### src/sv/rspp_pkg.sv
// ----------------------------------------------------------------------------
// rspp_pkg: shared types, constants and helpers of the road segment projector
// Register indexes, reset values, datapath widths, controller/datapath
// command and status structs, and small saturation helpers.
// ----------------------------------------------------------------------------
package rspp_pkg;

  // configuration register indexes
  localparam logic [1:0] CFG_CAMERA_DEPTH  = 2'd0;
  localparam logic [1:0] CFG_ROAD_WIDTH    = 2'd1;
  localparam logic [1:0] CFG_SCREEN_WIDTH  = 2'd2;
  localparam logic [1:0] CFG_SCREEN_HEIGHT = 2'd3;

  localparam int CFG_ADDR_W = 2;
  localparam int CFG_DATA_W = 16;

  // configuration reset values
  localparam logic [15:0] CAMERA_DEPTH_RST  = 16'd55050;
  localparam logic [15:0] ROAD_WIDTH_RST    = 16'd2000;
  localparam logic [11:0] SCREEN_WIDTH_RST  = 12'd1024;
  localparam logic [11:0] SCREEN_HEIGHT_RST = 12'd768;

  // datapath widths
  localparam int NUM_W   = 58;   // signed numerator of a projection
  localparam int SHIFT_W = 17;   // denominator is depth << SHIFT_W
  localparam int QBITS   = 17;   // quotient bits kept before saturation
  localparam int DEN_W   = 21;   // positive depth
  localparam int DEPTH_W = 23;   // signed depth difference

  // reciprocal constants: x/5 for 16 bit x, n/3 for 12 bit n
  localparam logic [15:0] RECIP5       = 16'd52429;
  localparam int          RECIP5_SHIFT = 18;
  localparam logic [12:0] RECIP3       = 13'd5462;
  localparam int          RECIP3_SHIFT = 14;

  typedef struct packed {
    logic        first_of_frame;
    logic [11:0] seg_number;
    logic [19:0] seg_z;
    logic [15:0] seg_y;
    logic [15:0] seg_curve;
    logic [23:0] cam_x;
    logic [15:0] cam_y;
    logic [20:0] cam_z;
  } in_item_t;

  typedef struct packed {
    logic        draw;
    logic        stripe;
    logic [15:0] near_y;
    logic [15:0] near_x;
    logic [15:0] near_half_width;
    logic [15:0] near_rumble_width;
    logic [15:0] far_y;
    logic [15:0] far_x;
    logic [15:0] far_half_width;
    logic [15:0] far_rumble_width;
  } out_item_t;

  typedef struct packed {
    logic load;   // capture the input beat
    logic mul1;   // first products, curve update
    logic mul2;   // numerators
    logic prep;   // magnitudes, divider setup
    logic step;   // one quotient bit
    logic fin;    // saturate, horizon test, load output register
  } dp_cmd_t;

  typedef struct packed {
    logic out_busy;
  } dp_sts_t;

  // trunc(w*6/5) = w + floor(w/5), saturated to 16 bit
  function automatic logic [15:0] rumble_width(input logic [15:0] w);
    logic [31:0] p;
    logic [16:0] s;
    p = 32'(w) * 32'(RECIP5);
    s = 17'(w) + 17'(p[31:RECIP5_SHIFT]);
    return s[16] ? 16'hFFFF : s[15:0];
  endfunction

  // sign and magnitude to signed 16 bit, saturated
  function automatic logic [15:0] sat_s16(input logic neg, input logic [QBITS-1:0] mag);
    logic [15:0] r;
    if (neg) begin
      if (mag > QBITS'(32768)) r = 16'h8000;
      else r = 16'(~mag[15:0] + 16'd1);
    end else begin
      if (mag > QBITS'(32767)) r = 16'h7FFF;
      else r = mag[15:0];
    end
    return r;
  endfunction

endpackage

### src/sv/rspp_ctrl.sv
// ----------------------------------------------------------------------------
// rspp_ctrl: projection sequencer
// Steps one segment through capture, products, numerators, divider setup,
// QBITS divider steps and the final stage, then returns to idle.
// ----------------------------------------------------------------------------
module rspp_ctrl (
  input  logic               clk,
  input  logic               rst_n,
  input  logic               in_valid,
  output logic               in_ready,
  input  rspp_pkg::dp_sts_t  sts,
  output rspp_pkg::dp_cmd_t  cmd
);

  localparam logic [2:0] ST_IDLE = 3'd0;
  localparam logic [2:0] ST_MUL1 = 3'd1;
  localparam logic [2:0] ST_MUL2 = 3'd2;
  localparam logic [2:0] ST_PREP = 3'd3;
  localparam logic [2:0] ST_DIV  = 3'd4;
  localparam logic [2:0] ST_FIN  = 3'd5;

  localparam int CNT_W = $clog2(rspp_pkg::QBITS);

  logic [2:0]       state_r, state_nxt;
  logic [CNT_W-1:0] cnt_r, cnt_nxt;

  always_comb begin
    state_nxt = state_r;
    cnt_nxt   = cnt_r;
    cmd       = '0;
    in_ready  = 1'b0;
    case (state_r)
      ST_IDLE: begin
        in_ready = 1'b1;
        if (in_valid) begin
          cmd.load  = 1'b1;
          state_nxt = ST_MUL1;
        end
      end
      ST_MUL1: begin
        cmd.mul1  = 1'b1;
        state_nxt = ST_MUL2;
      end
      ST_MUL2: begin
        cmd.mul2  = 1'b1;
        state_nxt = ST_PREP;
      end
      ST_PREP: begin
        cmd.prep  = 1'b1;
        cnt_nxt   = CNT_W'(rspp_pkg::QBITS - 1);
        state_nxt = ST_DIV;
      end
      ST_DIV: begin
        cmd.step = 1'b1;
        cnt_nxt  = cnt_r - CNT_W'(1);
        if (cnt_r == '0) state_nxt = ST_FIN;
      end
      ST_FIN: begin
        // hold until the output register can take the result
        if (!sts.out_busy) begin
          cmd.fin   = 1'b1;
          state_nxt = ST_IDLE;
        end
      end
      default: state_nxt = ST_IDLE;
    endcase
  end

  always_ff @(posedge clk) begin
    if (!rst_n) begin
      state_r <= ST_IDLE;
      cnt_r   <= '0;
    end else begin
      state_r <= state_nxt;
      cnt_r   <= cnt_nxt;
    end
  end

endmodule

### config.mk
export PLATFORM = sky130hd
export DESIGN_NAME = rspp_ctrl
export DESIGN_NICKNAME = d
export VERILOG_FILES = /design/src/sv/rspp_pkg.sv /design/src/sv/rspp_ctrl.sv
export SDC_FILE = /design/constraint.sdc
export NUM_CORES = 1
export LEC_CHECK = 0
export BUFFER_PORTS_ARGS = -buffer_cell sky130_fd_sc_hd__buf_2
export CORE_MARGIN = 2
export CORE_UTILIZATION = 30
export DETAILED_ROUTE_END_ITERATION = 8
export MAX_ROUTING_LAYER = met4
export PLACE_DENSITY = 0.58
export SYNTH_ARGS = -nofsm -noshare
export SYNTH_HDL_FRONTEND = slang
export SYNTH_SLANG_ARGS = --single-unit
### constraint.sdc
create_clock -name clk -period 1.9 [get_ports clk]
set_clock_uncertainty 0.2 [all_clocks]
set_input_delay 0.38 -clock clk [delete_from_list [all_inputs] [get_ports clk]]
set_output_delay 0.38 -clock clk [all_outputs]
set_load 0.03 [all_outputs]
==> out/qor.yml <==
coreArea_um2: 1510
ys_types: 27
clock-root-buffer: "clkbuf_4"
placed_cells: 75
drive_gt1_share_pct: 38.7
max_freq_ghz: 0.547
end_kind: "output port"
pin_count: 11
drt_wl_total_um: 927
met1_usage_pct: 16.6
grt_pass1_wl_um: 1590
h-tree-depth: 1
drtIter0Drc: 6
outcome: "finished, final reports clean"
ys.warnings.count: 0
cp_slowest_cell: "dfxtp_2"
cts_hold_buf: 0
initial_utilization_pct: 31.8
crit_family: "flip-flops"
slowest_delay_ns: 0.43
synth_nets: 57
crit_buf_inv: 1
hold_viol_final: 0
crit_type: "register to output port"
syn_inst: 52
syn_area_um2: 479
port_buffers: 10
route.detailed.drc: 0
critPathArrivalTime_ns: 1.25
totalPowerFinal_mw: 0.426
busiest_layer: "met1"
dr.pass1.iters: 4
maxSlewHeadroom_pct: 75.4
rsz0062_at_grt: "false"
vias: 408
min_path_type: "primary input to register"
cts_buffer_depth: 2
avgSynthCellArea_um2: 9.22
fp.dieW_um: 44.0
cts_made_buffers: 3
areaGrowthSynthToFinish_pct: 14.6
cts_tree: "done"
post-route-min-period_ns: 1.83
cts_setup_buffers: 0
worst_pin_slew_ns: 0.368
vias_per_cell: 5.23
num_rows: 14
grt_pass1_vias: 362
crit_chain: "and3b_1 > buf_2"
ys_ff_latch: 8
track_usage_pct: 11.7
fin_crit_sh_pct: 96.2
dieArea_um2: 1930
cts_sinks: 8
required_ns: 1.32
worst_slack_ns: 0.0718
nNetsFinal: 69
finalSetupViolations: 0
crit_fanout: 10
start_kind: "register"
grt_overflow: 0
pre_cts_slack_ns: 0.241
place_congestion: 0.768
fin_util_pct: 36.5
ys_seq_area_share_pct: 33.4
layout.cells.non_filler: 78
wl_per_cell_um: 11.9
grt_use_met2_pct: 14.7
drv_cap: 0
diodes: 0
fin_setup_tns_ns: 0
clk_pin_slew_worst_paths_ns: 0.05
ir_drop_v: 0.000295
powerDensity_nw_per_um2: 775
clk_latency_ns: 0.26
drv_slew: 0
leakagePower_nw: 0.221
hpwl_um: 683
ant_nets: 0
grt_max_degree: 11
fp.dieH_um: 44.0
antenna_found_initial: 0
grt_use_met3_pct: 2.50
cell type report:
class	count	area [um2]
Clock buffer	3	22.5
Fill cell	168	957
Multi-Input combinational cell	33	259
Sequential cell	8	164
Timing Repair Buffer	11	57.6
Inverter	7	26.3
Tap cell	16	20.0
synth_stat cells:
master / count / area share [%]
a2111oi_2: 1 / 3.1
nor2_1: 6 / 4.7
nor3b_4: 1 / 3.9
a311oi_2: 1 / 3.1
o21ai_0: 1 / 1.0
nand3b_1: 1 / 1.6
and3b_1: 1 / 1.8
nor3b_1: 3 / 4.7
a41o_2: 1 / 2.3
buf_2: 1 / 1.0
or2_4: 1 / 1.8
inv_1: 7 / 5.5
a31oi_1: 1 / 1.3
o2111a_1: 1 / 2.3
and2_1: 1 / 1.3
a211o_1: 1 / 1.8
buf_6: 3 / 7.0
dfxtp_1: 8 / 33
o31ai_1: 2 / 3.1
and4_2: 1 / 2.1
a211oi_1: 1 / 1.6
a311oi_1: 1 / 1.8
nor3_1: 2 / 2.1
ha_1: 1 / 2.6
nand3_1: 1 / 1.0
a21oi_1: 1 / 1.0
nand2b_1: 2 / 2.6
cell families after synthesis:
group           synth area share (%)
compound gates                  22.7
fa+ha+maj                       2.61
buf+inv                         13.6
flops                           33.4
simple gates                    27.7
state kept, by name (all words and copies together) (netlist names):
signal,cells
state_r,3
cnt_r,5
final timing paths:
path	to	cells past startpoint	slack, ns	startpoint
min	state_r[0]	2	0.22	rst_n
min reg2reg	cnt_r[4]	1	0.28	cnt_r[4]
max	cmd[2]	2	0.07	state_r[0]
max reg2reg	cnt_r[4]	5	0.30	cnt_r[0]
layout by cell type (no fill, tap or decap), types with 2 or more instances in the layout:
master     n
nand2b_1   2
buf_2     10
o31ai_1    2
inv_1      7
dfxtp_2    3
dfxtp_1    5
nor2_1     6
nor3b_1    3
clkbuf_4   3
through the flow:
step | cell area (um2) | hold WS, ns
global placement | 523 | 0.286
global route | 549 | 0.221
CTS | 548 | 0.217
detailed placement | 523 | 0.282
finish | 549 | 0.216
floorplan | 484 | 0.256
repair_timing:
action / CTS / global route
endpoints found under the setup margin: 1 / 1
gates resized for setup: 2 / 1
pin swaps: 0 / 0
power by group:
group	switching, mW	total [mW]	internal, mW
registers	0.0181	0.197	0.179
logic	0.0616	0.0984	0.0368
clock network	0.0576	0.130	0.0723
metal layers:
| metal | wire (um) | vias to the layer above |
|---|---|---|
| met3 | 79 | 2 |
| met4 | 13 | 0 |
| met2 | 349 | 18 |
| met1 | 484 | 180 |
| met5 | 0 | - |
| li1 | - | 208 |
No activity file was read; power rests on OpenSTA's default activity.
